[src/rtl/core/sfd_pkg.sv]
// sfd_pkg: shared types and constants for the sensor frame deframer
// no dependencies; imported by the parser, the output stage, the top level and the checker

package sfd_pkg;

  // frame delimiters and register reset value
  localparam logic [7:0]  START_BYTE       = 8'h3A;
  localparam logic [7:0]  END_BYTE0        = 8'h0D;
  localparam logic [7:0]  END_BYTE1        = 8'h0A;
  localparam logic [15:0] MAX_LENGTH_RESET = 16'd4096;

  // result kind codes
  localparam logic [1:0] KIND_PAYLOAD = 2'd0;
  localparam logic [1:0] KIND_ACCEPT  = 2'd1;
  localparam logic [1:0] KIND_ABORT   = 2'd2;

  // parser phase
  typedef enum logic [3:0] {
    PH_HUNT    = 4'd0,
    PH_ADDR0   = 4'd1,
    PH_ADDR1   = 4'd2,
    PH_CMD0    = 4'd3,
    PH_CMD1    = 4'd4,
    PH_LEN0    = 4'd5,
    PH_LEN1    = 4'd6,
    PH_PAYLOAD = 4'd7,
    PH_CS0     = 4'd8,
    PH_CS1     = 4'd9,
    PH_END0    = 4'd10,
    PH_END1    = 4'd11
  } phase_t;

  // one result from the parser to the output register
  typedef struct packed {
    logic        valid;
    logic [1:0]  kind;
    logic [7:0]  data_byte;
    logic [15:0] frame_address;
    logic [15:0] frame_command;
    logic [15:0] frame_length;
    logic        checksum_ok;
  } result_t;

endpackage

[src/rtl/core/sfd_in_stage.sv]
// sfd_in_stage: input register holding one received byte
// no package dependencies; instantiated by sensor_frame_deframer_core

module sfd_in_stage (
  input  logic       clk,
  input  logic       rst_n,
  input  logic       in_valid,
  output logic       in_stall,
  input  logic [7:0] in_rx_byte,
  input  logic       take,
  output logic       byte_valid,
  output logic [7:0] byte_data
);

  logic       valid_r;
  logic [7:0] byte_r;
  logic       load;

  // hold off the sender while the held byte is not consumed
  assign in_stall = valid_r && !take;
  assign load     = in_valid && !in_stall;

  // valid flag
  always_ff @(posedge clk) begin
    if (!rst_n) begin
      valid_r <= 1'b0;
    end else if (load) begin
      valid_r <= 1'b1;
    end else if (take) begin
      valid_r <= 1'b0;
    end
  end

  // byte register
  always_ff @(posedge clk) begin
    if (load) begin
      byte_r <= in_rx_byte;
    end
  end

  assign byte_valid = valid_r;
  assign byte_data  = byte_r;

endmodule

[src/rtl/core/sfd_parser.sv]
// sfd_parser: frame phase machine, header registers and running checksum
// depends on sfd_pkg for phase_t, result_t and the frame constants

module sfd_parser (
  input  logic                  clk,
  input  logic                  rst_n,
  input  logic                  fire,
  input  logic [7:0]            rx_byte,
  input  logic [15:0]           max_length,
  output sfd_pkg::result_t      res
);
  import sfd_pkg::*;

  phase_t      phase_r, phase_nxt;
  logic [15:0] addr_r, addr_nxt;
  logic [15:0] cmd_r, cmd_nxt;
  logic [15:0] len_r, len_nxt;
  logic [15:0] sum_r, sum_nxt;
  logic [15:0] rsum_r, rsum_nxt;
  logic [15:0] count_r, count_nxt;
  logic [15:0] len_full;
  logic [16:0] count_inc;
  logic [15:0] sum_add;

  assign len_full  = {rx_byte, len_r[7:0]};
  assign count_inc = {1'b0, count_r} + 17'd1;
  assign sum_add   = sum_r + {8'd0, rx_byte};

  // next phase
  always_comb begin
    phase_nxt = phase_r;
    unique case (phase_r)
      PH_ADDR0:   phase_nxt = PH_ADDR1;
      PH_ADDR1:   phase_nxt = PH_CMD0;
      PH_CMD0:    phase_nxt = PH_CMD1;
      PH_CMD1:    phase_nxt = PH_LEN0;
      PH_LEN0:    phase_nxt = PH_LEN1;
      PH_LEN1: begin
        if (len_full > max_length) begin
          phase_nxt = PH_HUNT;
        end else if (len_full == 16'd0) begin
          phase_nxt = PH_CS0;
        end else begin
          phase_nxt = PH_PAYLOAD;
        end
      end
      PH_PAYLOAD: begin
        if (count_inc >= {1'b0, len_r}) begin
          phase_nxt = PH_CS0;
        end
      end
      PH_CS0:     phase_nxt = PH_CS1;
      PH_CS1:     phase_nxt = PH_END0;
      PH_END0:    phase_nxt = (rx_byte == END_BYTE0) ? PH_END1 : PH_HUNT;
      PH_END1:    phase_nxt = PH_HUNT;
      default:    phase_nxt = (rx_byte == START_BYTE) ? PH_ADDR0 : PH_HUNT;
    endcase
  end

  // field registers, sums and result
  always_comb begin
    addr_nxt      = addr_r;
    cmd_nxt       = cmd_r;
    len_nxt       = len_r;
    sum_nxt       = sum_r;
    rsum_nxt      = rsum_r;
    count_nxt     = count_r;
    res.valid     = 1'b0;
    res.kind      = KIND_PAYLOAD;
    res.data_byte = 8'd0;
    res.checksum_ok = 1'b0;
    unique case (phase_r)
      PH_ADDR0: begin
        addr_nxt = {8'd0, rx_byte};
        sum_nxt  = sum_add;
      end
      PH_ADDR1: begin
        addr_nxt = {rx_byte, addr_r[7:0]};
        sum_nxt  = sum_add;
      end
      PH_CMD0: begin
        cmd_nxt = {8'd0, rx_byte};
        sum_nxt = sum_add;
      end
      PH_CMD1: begin
        cmd_nxt = {rx_byte, cmd_r[7:0]};
        sum_nxt = sum_add;
      end
      PH_LEN0: begin
        len_nxt = {8'd0, rx_byte};
        sum_nxt = sum_add;
      end
      PH_LEN1: begin
        len_nxt = len_full;
        sum_nxt = sum_add;
        if (len_full > max_length) begin
          res.valid = 1'b1;
          res.kind  = KIND_ABORT;
        end else if (len_full != 16'd0) begin
          count_nxt = 16'd0;
        end
      end
      PH_PAYLOAD: begin
        sum_nxt       = sum_add;
        count_nxt     = count_inc[15:0];
        res.valid     = 1'b1;
        res.kind      = KIND_PAYLOAD;
        res.data_byte = rx_byte;
      end
      PH_CS0: begin
        rsum_nxt = {8'd0, rx_byte};
      end
      PH_CS1: begin
        rsum_nxt = {rx_byte, rsum_r[7:0]};
      end
      PH_END0: begin
        if (rx_byte != END_BYTE0) begin
          res.valid = 1'b1;
          res.kind  = KIND_ABORT;
        end
      end
      PH_END1: begin
        res.valid = 1'b1;
        if (rx_byte == END_BYTE1) begin
          res.kind        = KIND_ACCEPT;
          res.checksum_ok = (sum_r == rsum_r);
        end else begin
          res.kind = KIND_ABORT;
        end
      end
      default: begin
        // start byte clears the frame context
        if (rx_byte == START_BYTE) begin
          addr_nxt  = 16'd0;
          cmd_nxt   = 16'd0;
          len_nxt   = 16'd0;
          sum_nxt   = 16'd0;
          rsum_nxt  = 16'd0;
          count_nxt = 16'd0;
        end
      end
    endcase
    res.frame_address = addr_nxt;
    res.frame_command = cmd_nxt;
    res.frame_length  = len_nxt;
  end

  // state registers, updated once per consumed byte
  always_ff @(posedge clk) begin
    if (!rst_n) begin
      phase_r <= PH_HUNT;
      addr_r  <= 16'd0;
      cmd_r   <= 16'd0;
      len_r   <= 16'd0;
      sum_r   <= 16'd0;
      rsum_r  <= 16'd0;
      count_r <= 16'd0;
    end else if (fire) begin
      phase_r <= phase_nxt;
      addr_r  <= addr_nxt;
      cmd_r   <= cmd_nxt;
      len_r   <= len_nxt;
      sum_r   <= sum_nxt;
      rsum_r  <= rsum_nxt;
      count_r <= count_nxt;
    end
  end

endmodule

[src/rtl/core/sfd_out_stage.sv]
// sfd_out_stage: result register driving the output channel
// depends on sfd_pkg for result_t

module sfd_out_stage (
  input  logic                  clk,
  input  logic                  rst_n,
  input  logic                  fire,
  input  sfd_pkg::result_t      res,
  output logic                  can_load,
  output logic                  out_valid,
  input  logic                  out_stall,
  output logic [1:0]            out_kind,
  output logic [7:0]            out_data_byte,
  output logic [15:0]           out_frame_address,
  output logic [15:0]           out_frame_command,
  output logic [15:0]           out_frame_length,
  output logic                  out_checksum_ok
);
  import sfd_pkg::*;

  logic    valid_r;
  result_t res_r;

  // register is free when empty or when its content is transferred now
  assign can_load = !valid_r || !out_stall;

  // valid flag
  always_ff @(posedge clk) begin
    if (!rst_n) begin
      valid_r <= 1'b0;
    end else if (can_load) begin
      valid_r <= fire && res.valid;
    end
  end

  // payload register
  always_ff @(posedge clk) begin
    if (can_load && fire) begin
      res_r <= res;
    end
  end

  assign out_valid         = valid_r;
  assign out_kind          = res_r.kind;
  assign out_data_byte     = res_r.data_byte;
  assign out_frame_address = res_r.frame_address;
  assign out_frame_command = res_r.frame_command;
  assign out_frame_length  = res_r.frame_length;
  assign out_checksum_ok   = res_r.checksum_ok;

endmodule

[src/rtl/core/sensor_frame_deframer_core.sv]
// sensor_frame_deframer_core: top level of the byte-serial frame deframer
// depends on sfd_pkg, sfd_in_stage, sfd_parser and sfd_out_stage
//
// Usage:
//   in_valid / in_stall / in_rx_byte carry one received link byte per transfer.
//   out_valid / out_stall carry one result per transfer: a payload byte, a
//   frame accept (header fields and checksum_ok) or a frame abort.
//   cfg_valid / cfg_ready / cfg_max_length write the largest accepted payload
//   length; cfg_ready is always high, writes belong only to idle periods.
// Flow: a transferred byte is held in the input register, parsed when the result
//   register is free, and its result, if any, is registered there for transfer.
// Throughput: one byte per cycle while the receiver does not stall; the parser is a
//   single registered pass from the input register to the result register, its phase
//   and sums updated once per consumed byte.
// Reset (synchronous, rst_n low): both stage registers empty, parser hunting
//   for the start byte, header fields and sums cleared, max_length 4096.
// Receiver stall: the result register holds; the held input byte then
//   waits and in_stall rises, so no byte is lost or dropped.

module sensor_frame_deframer_core (
  input  logic        clk,
  input  logic        rst_n,
  input  logic        in_valid,
  output logic        in_stall,
  input  logic [7:0]  in_rx_byte,
  output logic        out_valid,
  input  logic        out_stall,
  output logic [1:0]  out_kind,
  output logic [7:0]  out_data_byte,
  output logic [15:0] out_frame_address,
  output logic [15:0] out_frame_command,
  output logic [15:0] out_frame_length,
  output logic        out_checksum_ok,
  input  logic        cfg_valid,
  output logic        cfg_ready,
  input  logic [15:0] cfg_max_length
);
  import sfd_pkg::*;

  logic        byte_valid;
  logic [7:0]  byte_data;
  logic        can_load;
  logic        fire;
  logic [15:0] max_length_r;
  result_t     res;

  // configuration register
  assign cfg_ready = 1'b1;
  always_ff @(posedge clk) begin
    if (!rst_n) begin
      max_length_r <= MAX_LENGTH_RESET;
    end else if (cfg_valid && cfg_ready) begin
      max_length_r <= cfg_max_length;
    end
  end

  // parse a byte whenever one is held and the result register is free
  assign fire = byte_valid && can_load;

  sfd_in_stage u_in (
    .clk        (clk),
    .rst_n      (rst_n),
    .in_valid   (in_valid),
    .in_stall   (in_stall),
    .in_rx_byte (in_rx_byte),
    .take       (fire),
    .byte_valid (byte_valid),
    .byte_data  (byte_data)
  );

  sfd_parser u_parser (
    .clk        (clk),
    .rst_n      (rst_n),
    .fire       (fire),
    .rx_byte    (byte_data),
    .max_length (max_length_r),
    .res        (res)
  );

  sfd_out_stage u_out (
    .clk               (clk),
    .rst_n             (rst_n),
    .fire              (fire),
    .res               (res),
    .can_load          (can_load),
    .out_valid         (out_valid),
    .out_stall         (out_stall),
    .out_kind          (out_kind),
    .out_data_byte     (out_data_byte),
    .out_frame_address (out_frame_address),
    .out_frame_command (out_frame_command),
    .out_frame_length  (out_frame_length),
    .out_checksum_ok   (out_checksum_ok)
  );

endmodule

[config.mk]
export PLATFORM = sky130hd
export DESIGN_NAME = sensor_frame_deframer_core
export DESIGN_NICKNAME = d
export VERILOG_FILES = /design/src/rtl/core/sfd_pkg.sv /design/src/rtl/core/sfd_in_stage.sv /design/src/rtl/core/sfd_parser.sv /design/src/rtl/core/sfd_out_stage.sv /design/src/rtl/core/sensor_frame_deframer_core.sv
export SDC_FILE = /design/constraint.sdc
export NUM_CORES = 1
export LEC_CHECK = 0
export ABC_AREA = 1
export BUFFER_PORTS_ARGS = -buffer_cell sky130_fd_sc_hd__buf_2
export CORE_UTILIZATION = 28
export DETAILED_ROUTE_END_ITERATION = 6
export PLACE_DENSITY_LB_ADDON = 0.05
export SYNTH_ARGS = -nofsm -noshare
export SYNTH_HDL_FRONTEND = slang
export SYNTH_HIERARCHICAL = 1
export SYNTH_SLANG_ARGS = --single-unit
[constraint.sdc]
create_clock -name clk -period 5 [get_ports clk]
set_clock_uncertainty 0.2 [all_clocks]
set_input_delay 0.5 -clock clk [delete_from_list [all_inputs] [get_ports clk]]
set_output_delay 0.5 -clock clk [all_outputs]
set_load 0.01 [all_outputs]
# Yosys cells after proc, flatten, opt, wreduce, memory -nomap -nowiden
# Index checks and enable logic that the tools add are counted.
dict set report word_totals {
  regBits 185
  in_bits 29
}
dict set report classes {
  addsub 2
  n_lt_le_gt_ge 2
  n_eq_ne 19
  mux 24
  bitwise_logic 4
  n_reduce_logical 30
}
# op n
set ops {}
lappend ops {{$pmux W16 S3} 5}
lappend ops {{$mux W16} 6}
lappend ops {{$reduce_or A9 Y1} 5}
lappend ops {{$pmux W4 S11} 1}
lappend ops {{$pmux W16 S2} 1}
lappend ops {{$add A16 B1 Y17 const B} 1}
lappend ops {{$ge A17 B16 Y1} 1}
lappend ops {{$add A16 B8 Y16} 1}
lappend ops {{$eq A16 B16 Y1} 1}
lappend ops {{$eq A4 B3 Y1 const B} 4}
lappend ops {{$eq A4 B4 Y1 const B} 4}
lappend ops {{$eq A8 B4 Y1 const B} 2}
lappend ops {{$gt A16 B16 Y1} 1}
lappend ops {{$logic_not A16 Y1} 1}
lappend ops {{$mux W4} 4}
lappend ops {{$reduce_bool A16 Y1} 1}
lappend ops {{$pmux W3 S4} 1}
lappend ops {{$eq A4 B2 Y1 const B} 2}
lappend ops {{$eq A8 B6 Y1 const B} 1}
lappend ops {{$ne A8 B4 Y1 const B} 1}
lappend ops {{$reduce_or A7 Y1} 1}
lappend ops {{$mux W3} 2}
lappend ops {{$reduce_and A3 Y1} 2}
lappend ops {{$reduce_bool A2 Y1} 3}
lappend ops {{other kinds (14)} 29}

# Depth between registers and ports, before layout
# Gate-level depths: netlist of the first run.
dict set report depth {
  word_depth 8
  mapped_depth 22
  depth_no_buf 22
}

# Cells and area by module
# Netlist of the first run, hierarchy kept.
# module n_inst cells_per_inst area_per_inst_um2 seq_area_each_um2
set by_module_without_submodules {}
lappend by_module_without_submodules {sfd_parser 1 1050 6836.6 2001.9}
lappend by_module_without_submodules {sfd_out_stage 1 65 1820.5 1791.7}
lappend by_module_without_submodules {sensor_frame_deframer_core 1 104 690.7 320.3}
lappend by_module_without_submodules {sfd_in_stage 1 16 290.3 260.2}

# Least setup slack after synthesis of the first run
# OpenSTA, ideal clock, no wires.
dict set report synth_timing {
  path_kind {input-to-reg}
  from {in out_stall}
  to {reg u_out.res_r (netlist bit u_out/out_checksum_ok), enable pin}
  setup_ns 0.423
  t_arrival_ns 2.105
  t_required_ns 4.377
  path_slack_ns 2.272
  cell_stages 4
  path_cell_list {nand2_2 nand2_1 inv_1 and2_1}
}
dict set report synth_via {
  elab_chain_cells 4
}
# item line
set synth_rtl {}
lappend synth_rtl {{from (decl)} sensor_frame_deframer_core.sv:27} ;# input logic out_stall,
lappend synth_rtl {{$logic_not A1 Y1} sfd_out_stage.sv:25} ;# assign can_load = !valid_r || !out_stall;
lappend synth_rtl {{$logic_or A1 B1 Y1} sfd_out_stage.sv:25}
lappend synth_rtl {{$logic_and A1 B1 Y1} sensor_frame_deframer_core.sv:58} ;# assign fire = byte_valid && can_load;
lappend synth_rtl {{via fire} sensor_frame_deframer_core.sv:43} ;# logic fire;
lappend synth_rtl {{$logic_and A1 B1 Y1} sfd_out_stage.sv:38} ;# if (can_load && fire) begin
lappend synth_rtl {{to (signal assigned)} sfd_out_stage.sv:39} ;# res_r <= res;
lappend synth_rtl {{to (decl)} sfd_out_stage.sv:22} ;# result_t res_r;
# The timed path passes the listed nets, and every way through them passes these cells.
# A chain may end at the register's enable or synchronous reset.

# Worst setup path after layout of the first run
dict set report layout_timing {
  from {reg u_parser.count_r[0]}
  to {reg u_parser.phase_r[1]}
}
dict set report layout_via {
  elab_chain_cells 4
}
# item line
set layout_rtl {}
lappend layout_rtl {{from (decl)} sfd_parser.sv:20} ;# logic [15:0] count_r, count_nxt;
lappend layout_rtl {{from (signal assigned)} sfd_parser.sv:165} ;# count_r <= count_nxt;
lappend layout_rtl {{$add A16 B1 Y17} sfd_parser.sv:26} ;# assign count_inc = {1'b0, count_r} + 17'd1;
lappend layout_rtl {{$ge A17 B16 Y1} sfd_parser.sv:48} ;# if (count_inc >= {1'b0, len_r}) begin
lappend layout_rtl {{$ne A2 B1 Y1 (no line)} -}
lappend layout_rtl {{$reduce_and A2 Y1 (no line)} -}
lappend layout_rtl {{to (signal assigned)} sfd_parser.sv:159} ;# phase_r <= phase_nxt;
lappend layout_rtl {{to (decl)} sfd_parser.sv:14} ;# phase_t phase_r, phase_nxt;
# Every way passes these cells.

==> metrics, run 1 <==
status finished, final reports clean; overall power around 3.6 mW; Fillers ~3700; hold crit path type in2reg; synthesis-to-layout area growth 14.8%; CP top delay family simple AND/OR/NAND/NOR gates; Worst path slowest cell dfxtp_1; maximum vdd drop 0.000254 V; ordered cell list for the critical path ha_1 -> nand2_1 -> nor2_1 -> nand3_1 -> nor2_1 -> nand2_1 -> xor2_1 -> ha_1 -> nand2_1 -> nor2_1 -> nand3_1 -> nand3_1 -> nand2_1 -> nand2_1 -> nand2_1 -> nand3_1 -> nand2_1 -> a21oi_1 -> nor2_1; total gr overflow 0; syn avg cell area 7.80 µm²; nets between 1000 and 1500; clk_lat worst skew 0.45 ns; fmax approximately 0.33 GHz; standard-cell rows between 60 and 70; Yosys warning count 6; CTS tree built; commonest non-fill, non-tap cell in the layout nand2_1; Main synth FF type dfxtp_1; CP Depth 19; slew margin rel. 38.7%; TritonRoute pass-1 iters 5; post-CTS setup buffer count 0; Yosys cell types 48; Setup Crit Path Kind reg2reg; Slew @ Worst Pin about 0.92 ns; Sinks on Clock Net 185; pin count of the biggest net entering global routing between 50 and 60; total CTS buffers 17; Fin Setup TNS 0 ns; fin crit period 3.07 ns; Crit. End Element flop; RSZ-0062 raised after global routing no; core area 33700 µm²; Worst EP required between 5 and 6 ns; Synth Net Count between 1000 and 1500; Post-DP HPWL approximately 20000 µm; synthesis-stage register bit count 185; GRT Overall Usage between 15 and 20%; Worst Path Max Fanout 7; Tcrit/Tclk final roughly three fifths; n_diodes 0; count of buffers from port buffering 89; final setup violation count 0; WP data arrival 3.23 ns; PD cells 323 nW/µm²; DR vias 8067; WL/cell 15.6 µm; vias per cell 4.54; sequential element share of the synthesized area between 40% and 50%; num ports 91; initial core utilization between 20% and 30%; vias in the first global route 7809; LEAKAGE slightly above 5 nW; Vert. Die Dim roughly 190 µm; CTS Root Cell clkbuf_16; fraction of registers with async set/reset 0%; synthesized area about 9600 µm²; CTS max path bufs 2; FF-to-FF path depth 19; initial detailed-routing violation count between 500 and 600; most frequent cells in the layout 233 x nand2_1, 193 x inv_1, 127 x a21oi_1, 124 x nor2_1, 118 x dfxtp_1; chip width 188 µm; global-route wire length before repair approximately 44000 µm; multi-input logic area about 4200 µm²; clock slew seen by the registers of the worst setup and hold paths about 0.08 ns; number of enable flip-flop cells after synthesis between 60 and 70; number of max-cap violations 0; Hold WS about 0.029 ns; GP Congestion between 0.8 and 0.9; antenna violations before repair 0; post-CTS sizing 0; Hold Vio Cnt, Final 0; Hold Path Stages 1; Final ANT Viol Nets 0; Total Die Area roughly 35000 µm²; fin area 11100 µm²; most used cell, CP nand2_1; H-Tree Depth 4; Area after DPL approximately 11000 µm²; # hold bufs at CTS 1; Synth Instances between 1000 and 1500; layout cells sized above 1 around 15%; FF/Latch Area between 4000 and 5000 µm²; DR DRC count 0; Worst Setup Start Kind flop; routed wire length 27700 µm; final slew viol count 0; number of buffer and inverter stages on the critical path 0; slowest stage delay, CP about 0.4 ns
where the power goes:
part / leakage, nW / switching [mW] / total (mW) / internal (mW)
clock network: 0.256 / 0.649 / 1.30 / 0.647
registers: 1.62 / 0.0580 / 1.72 / 1.66
logic: 3.19 / 0.380 / 0.560 / 0.180
final timing paths:
check                                         start                   to  slack (ns)
worst max-delay path            u_parser/count_r[0]  u_parser/phase_r[1]        1.93
worst min-delay path                  in_rx_byte[3]    u_in/byte_data[3]        0.03
worst max register to register  u_parser/count_r[0]  u_parser/phase_r[1]        1.93
worst min register to register     max_length_r[12]     max_length_r[12]        0.26
layout make-up:
cell class                 count  area share (%)
timing repair buffer          97            4.59
inverter                     227            7.77
tap                          448            5.06
clock buffer                  17            3.84
sequential                   185            39.5
clock inverter                14            1.07
multi-input combinational    787            38.1
sequential cells by signal, summed over array words and instances, names as in the netlist:
| name | count |
|---|---|
| u_in/byte_valid | 1 |
| u_in/byte_data | 8 |
| u_parser/count_r | 16 |
| u_out/out_checksum_ok | 1 |
| u_parser/cmd_r | 16 |
| u_parser/sum_r | 16 |
| u_out/out_frame_address | 16 |
| max_length_r | 16 |
| u_out/out_data_byte | 8 |
| u_parser/len_r | 16 |
| u_parser/phase_r | 4 |
| u_parser/addr_r | 16 |
| u_out/out_kind | 2 |
| u_out/out_valid | 1 |
| u_parser/rsum_r | 16 |
| u_out/out_frame_command | 16 |
| u_out/out_frame_length | 16 |
per-stage QoR:
step / cells / utilization (%) / setup slack (ns)
floorplan: 1235 / - / 2.27
global placement: 1743 / 31.2 / 1.97
detailed placement: 1743 / 31.2 / 1.92
CTS: 1775 / 32.8 / 1.92
global route: 1775 / 32.8 / 1.56
finish: 1775 / 32.8 / 1.93
kinds of logic after synthesis:
group           share of synthesized area [%]
compound gates                           14.6
xor+xnor                                 1.64
fa+ha+maj                                6.05
buf+inv                                  10.8
flops                                    45.4
other cells                            0.0389
simple gates                             21.4
routing by layer:
metal | wire, µm | vias up | track usage, %
met4 | 384 | 0 | 5.10
met2 | 12400 | 148 | 25.6
li1 | - | 4182 | -
met1 | 14000 | 3713 | 22.4
met5 | 0 | - | 0
met3 | 923 | 24 | 2.99
cells in the mapped netlist (5+ instances only):
cell      count  share of area [%]
a21oi_1     127                6.6
buf_2         6               0.31
clkbuf_1     20               0.78
dfxtp_1     118                 25
edfxtp_1     67                 21
ha_1         45                5.8
inv_1       194                7.6
inv_2        30                1.2
nand2_1     233                9.1
nand2_2       8               0.52
nand3_1      45                2.3
nand4_1      20                1.3
nor2_1      124                4.8
nor2_2        7               0.45
nor3_1        7               0.36
nor3_2        6               0.62
o211ai_1     12               0.93
o21ai_0      37                1.9
o21ai_1      35                1.8
o221ai_1     15                1.4
o22ai_1       8               0.52
or2_2         5               0.32
xnor2_1      12                1.1
xor2_1        6               0.55
(Power assumes the default switching activity.)
==> inputs of run 2 (changes only) <==
==> constraint.sdc (replaced) <==
create_clock -name clk -period 2.8 [get_ports clk]
set_clock_uncertainty 0.2 [all_clocks]
set_input_delay 0.28 -clock clk [delete_from_list [all_inputs] [get_ports clk]]
set_output_delay 0.28 -clock clk [all_outputs]
set_load 0.01 [all_outputs]
==> metrics, run 2 (synthesis gave the netlist of run 1 again) <==
CP top delay family simple AND/OR/NAND/NOR gates; standard-cell rows 67 (unchanged); Total Die Area 35200 µm² (unchanged); FF/Latch Area 4380 µm² (about the same); Worst Setup Start Kind flop; antenna violations before repair 0 (unchanged); synthesis-to-layout area growth 24.2%; Worst Path Max Fanout 7 (unchanged); final setup margin 0.133 ns (-1.79 ns); CTS max path bufs 2 (unchanged); worst reg2reg startpoint u_parser/count_r[1]; most frequent cells in the layout 227 x nand2_1, 192 x inv_1, 125 x a21oi_1, 117 x nor2_1, 116 x dfxtp_1; total gr overflow 0 (unchanged); most used cell, CP nor2_1; slew margin rel. 52.5% (+14 points); Reg power frac 46.0% (-2.1 points); vias in the first global route 7874 (+0.83%); Post-DP HPWL 20100 µm (+2.2%); num ports 91 (unchanged); n_diodes 0 (unchanged); final setup violation count 0 (unchanged); count of buffers from port buffering 89 (unchanged); Fillers 3611 (-1.7%); core area 33700 µm² (unchanged); total CTS buffers 17 (unchanged); clock slew seen by the registers of the worst setup and hold paths 0.08 ns (about the same); global-route wire length before repair 44400 µm (+0.78%); switching part of the total 29.9% (-0.44 points); Hold WS 0.0293 ns (+0.000632 ns); GP Congestion 0.846 (-0.62%); fmax 0.375 GHz (+15%); TritonRoute pass-1 iters 7 (+2); fin area 12000 µm² (+8.2%); Final ANT Viol Nets 0 (unchanged); ordered cell list for the critical path ha_4 -> nand2_4 -> nor2_4 -> nand3_2 -> buf_4 -> nor2_1 -> xor2_1 -> ha_1 -> nand2_1 -> nor2_2 -> nand4_1 -> nor2_1 -> nor2_1 -> nand3_2 -> nand2_4 -> nand2_1 -> nand2_1 -> nor2_1; H-Tree Depth 4 (unchanged); status finished, final reports clean; hold crit path type in2reg; Crit. End Element flop; Tcrit/Tclk final 95.2% (+34 points); layout cells sized above 1 19.2% (+4.3 points); initial core utilization 28.6% (unchanged); GRT Overall Usage 16.4% (+0.14 points); Slew @ Worst Pin 0.710 ns (-0.208 ns); nets 1473 (+6.0%); CTS tree built; Worst EP required 2.95 ns (-2.20 ns); Pint 4.66 mW (+87%); Worst path slowest cell dfxtp_2; clk_lat worst skew 0.45 ns (about the same); slowest stage delay, CP 0.35 ns (-0.05 ns); PD cells 555 nW/µm² (+72%); CTS Root Cell clkbuf_16; commonest non-fill, non-tap cell in the layout nand2_1; Clock Power Share 37.3% (+1.1 points); Setup Crit Path Kind reg2reg; number of buffer and inverter stages on the critical path 1 (+1); Worst Hold Launch rst_n; Fin Setup TNS 0 ns (unchanged); pin count of the biggest net entering global routing 52 (-7.1%); Vert. Die Dim 188 µm (unchanged); chip width 188 µm (unchanged); Net Switching 1.99 mW (+83%); number of max-cap violations 0 (unchanged); RSZ-0062 raised after global routing yes; Sinks on Clock Net 185 (unchanged); final slew viol count 0 (unchanged); DR DRC count 0 (unchanged); DR vias 8356 (+3.6%); Hold Vio Cnt, Final 0 (unchanged); routed wire length 28100 µm (+1.3%); Area after DPL 10900 µm² (+3.5%); pre-CTS WS -0.0854 ns (-2.01 ns); WL/cell 15.1 µm (-3.3%); multi-input logic area 4340 µm² (+2.8%); fin crit period 2.67 ns (-0.407 ns); Critical Path Start u_parser/count_r[1]; vias per cell 4.49 (-1.1%); maximum vdd drop 0.000462 V (+82%); LEAKAGE 5.51 nW (+8.5%); overall power 6.65 mW (+86%); Comb pwr share 16.7% (+1.0 points); initial detailed-routing violation count 452 (-20%); WP data arrival 2.82 ns (-0.41 ns)
run 2: cell types whose count changed in the layout (fill, tap and decap cells not counted), moves of 3 or more:
| cell | before | now |
|---|---|---|
| nand3_2 | 4 | 7 |
| nor2_4 | 1 | 6 |
| nor2_1 | 124 | 117 |
| nand2_1 | 233 | 227 |
| nand2_2 | 8 | 12 |
| nand3_1 | 45 | 42 |
| buf_4 | 7 | 53 |
| dlygate4sd3_1 | 1 | 36 |
run 2: final timing paths:
check                        endpoint  slack (ns)  cells after the start
hold reg to reg      max_length_r[12]        0.26                      2
setup reg to reg  u_parser/phase_r[0]        0.13                     18
hold / removal       max_length_r[14]        0.03                      3
setup / recovery  u_parser/phase_r[0]        0.13                     18
run 2: routing by layer:
layer	up-vias	routed length (µm)	global-route usage [%]
met5	-	0	0
li1	4350	-	-
met1	3835	13800	22.3
met3	19	869	2.64
met4	0	314	4.44
met2	152	13100	26.7
run 2: area by class of cell:
class	count	area share (%)
Clock buffer	18	3.67
Clock inverter	14	1.28
Inverter	227	7.18
Multi-Input combinational cell	787	36.2
Sequential cell	185	36.6
Tap cell	448	4.68
Timing Repair Buffer	180	10.4
run 2: stage by stage:
stage,util [%],instances
floorplan,-,1235
global route,35.5,1859
global placement,32.3,1788
detailed placement,32.3,1788
finish,35.5,1859
CTS,35.1,1856
run 2: power groups by stage:
stage / clock network [mW] / logic [mW] / registers, mW
after detailed placement: 0 / 1.06 / 3.12
after global routing: 2.68 / 1.26 / 3.08
after floorplan: 0 / 0.661 / 3.14
final: 2.48 / 1.11 / 3.06
after global placement: 0 / 1.06 / 3.12
after CTS: 2.58 / 1.11 / 3.06
run 2: worst min-delay path, stage by stage:
cell and delay, ns:
buf_2 0.21, nand2_1 0.12, nor2_1 0.04
run 2: repair_timing:
action | 4_1_cts | 5_1_grt
gates cloned | 0 | 0
pin swaps | 0 | 17
setup endpoints to repair | 4 | 36
hold endpoints to repair | 26 | 0
resized for setup | 2 | 30
buffers inserted | 0 | 3
hold buffers | 36 | 0
==> inputs of run 3 (changes only) <==
--- a/config.mk
+++ b/config.mk
@@ -8,8 +8,11 @@
 export ABC_AREA = 1
 export BUFFER_PORTS_ARGS = -buffer_cell sky130_fd_sc_hd__buf_2
 export CORE_UTILIZATION = 28
+export CTS_BUF_LIST = sky130_fd_sc_hd__clkbuf_8
 export DETAILED_ROUTE_END_ITERATION = 6
+export MAX_ROUTING_LAYER = met4
 export PLACE_DENSITY_LB_ADDON = 0.05
+export REMOVE_ABC_BUFFERS = 1
 export SYNTH_ARGS = -nofsm -noshare
 export SYNTH_HDL_FRONTEND = slang
 export SYNTH_HIERARCHICAL = 1
==> metrics, run 3 (synthesis gave the netlist of run 1 again) <==
pin count of the biggest net entering global routing 60 (+15%); Worst Setup Start Kind flop; GRT Overall Usage 17.0% (+0.61 points); PD cells 514 nW/µm² (-7.5%); vias per cell 4.47 (-0.51%); worst reg2reg startpoint u_parser/count_r[1]; final setup violation count 0 (unchanged); DR DRC count 0 (unchanged); Fin Setup TNS 0 ns (unchanged); vias in the first global route 7915 (+0.52%); Hold Vio Cnt, Final 0 (unchanged); chip width 188 µm (unchanged); total CTS buffers 17 (unchanged); commonest non-fill, non-tap cell in the layout nand2_1; Post-DP HPWL 20200 µm (+0.50%); nets 1458 (-1.0%); fin area 11700 µm² (-2.3%); post-layout util 34.7% (-0.80 points); core area 33700 µm² (unchanged); DR vias 8246 (-1.3%); global-route wire length before repair 44600 µm (+0.55%); standard-cell rows 67 (unchanged); synthesis-to-layout area growth 21.4%; Slew @ Worst Pin 0.722 ns (+0.0119 ns); Critical Path Start u_parser/count_r[1]; Tcrit/Tclk final 95.2% (about the same); fmax 0.375 GHz (about the same); Worst EP required 3.00 ns (+0.05 ns); n_diodes 0 (unchanged); FF-to-FF path depth 19 (+1); routed wire length 28400 µm (+1.1%); pre-CTS WS -0.119 ns (-0.0334 ns); GP Congestion 0.845 (-0.18%); WL/cell 15.4 µm (+1.9%); Critical Path Sink u_parser/phase_r[3]; clk_lat worst skew 0.50 ns (+0.05 ns); Area after DPL 10800 µm² (-0.34%); WP data arrival 2.86 ns (+0.04 ns); Total Die Area 35200 µm² (unchanged); initial core utilization 28.6% (unchanged); count of buffers from port buffering 89 (unchanged); Crit. End Element flop; RSZ-0062 raised after global routing yes; final setup margin 0.135 ns (+0.00196 ns); slew margin rel. 51.7% (-0.80 points); maximum vdd drop 0.000286 V (-38%); num ports 91 (unchanged); Setup Crit Path Kind reg2reg; Sinks on Clock Net 185 (unchanged); layout cells sized above 1 20.0% (+0.78 points); Final ANT Viol Nets 0 (unchanged); CTS Root Cell clkbuf_8; initial detailed-routing violation count 529 (+17%); clock slew seen by the registers of the worst setup and hold paths 0.10 ns (+0.02 ns); antenna violations before repair 0 (unchanged); CTS tree built; most frequent cells in the layout 225 x nand2_1, 190 x inv_1, 125 x a21oi_1, 116 x nor2_1, 114 x dfxtp_1; Finished Layout Cells 1844 (-0.81%); Worst Path Max Fanout 7 (unchanged); number of max-cap violations 0 (unchanged); final slew viol count 0 (unchanged); reg2reg setup slack 0.14 ns (about the same); TritonRoute pass-1 iters 5 (-2); placed cell count 1783 (-0.28%); hold crit path type in2reg; Vert. Die Dim 188 µm (unchanged); H-Tree Depth 4 (unchanged); LEAKAGE 5.36 nW (-2.6%); total gr overflow 0 (unchanged); status finished, final reports clean; worst r2r dst u_parser/phase_r[3]; fin crit period 2.66 ns (-0.00196 ns); CTS max path bufs 2 (unchanged)
[run 3: critical path, stage by stage (launching register included)]
cell,delay (ns)
dfxtp_2,0.36
ha_4,0.15
nand2_4,0.06
nor2_4,0.13
nand3_4,0.09
nor2_4,0.12
nand2_2,0.07
xor2_2,0.16
ha_1,0.33
a21o_1,0.19
nor2_1,0.09
nand3_1,0.08
nand2_1,0.06
nand2_1,0.04
nand2_1,0.06
nand3_2,0.09
nand2_4,0.11
nand2_1,0.06
nand2_1,0.06
nor2_1,0.05
[run 3: timing repair]
| item | CTS | global route |
|---|---|---|
| hold buffers | 26 | 0 |
| endpoints found under the hold margin | 26 | 0 |
| resized for setup | 5 | 41 |
| buffers inserted | 1 | 2 |
| pin swaps | 1 | 15 |
| gates cloned | 0 | 0 |
| endpoints found under the setup margin | 4 | 35 |
[run 3: metrics by stage]
stage	total power [mW]	hold WS, ns
floorplan	3.77	0.164
global placement	4.18	0.246
detailed placement	4.19	0.250
CTS	6.12	0.0849
global route	6.37	0.101
finish	6.01	0.114
[run 3: layout make-up]
type,count,area (µm²)
Timing Repair Buffer,165,1110
Clock buffer,17,234
Sequential cell,185,4380
Multi-Input combinational cell,787,4400
Tap cell,448,561
Fill cell,3644,22000
Clock inverter,15,160
Inverter,227,860
[run 3: worst min-delay path by stage]
stage | start | end | slack [ns] | cells past startpoint
6_report | rst_n | u_parser/rsum_r[6] | 0.11 | 3
5_1_grt | rst_n | u_parser/rsum_r[2] | 0.10 | 3
3_3_place_gp | max_length_r[12] | max_length_r[12] | 0.25 | 2
3_5_place_dp | max_length_r[12] | max_length_r[12] | 0.25 | 2
4_1_cts | rst_n | u_parser/rsum_r[2] | 0.08 | 3
2_1_floorplan | rst_n | max_length_r[12] | 0.16 | 1
[run 3: per-layer routing]
layer	part of all wire, %	GRT usage [%]
met1	52	22.9
met4	1.2	4.63
met3	3.1	2.70
met5	0	-
met2	44	26.2
[run 3: power breakdown]
part	internal (mW)	switching, mW
clock	0.740	1.11
combinational	0.381	0.714
sequential	2.97	0.0947
total	4.09	1.92
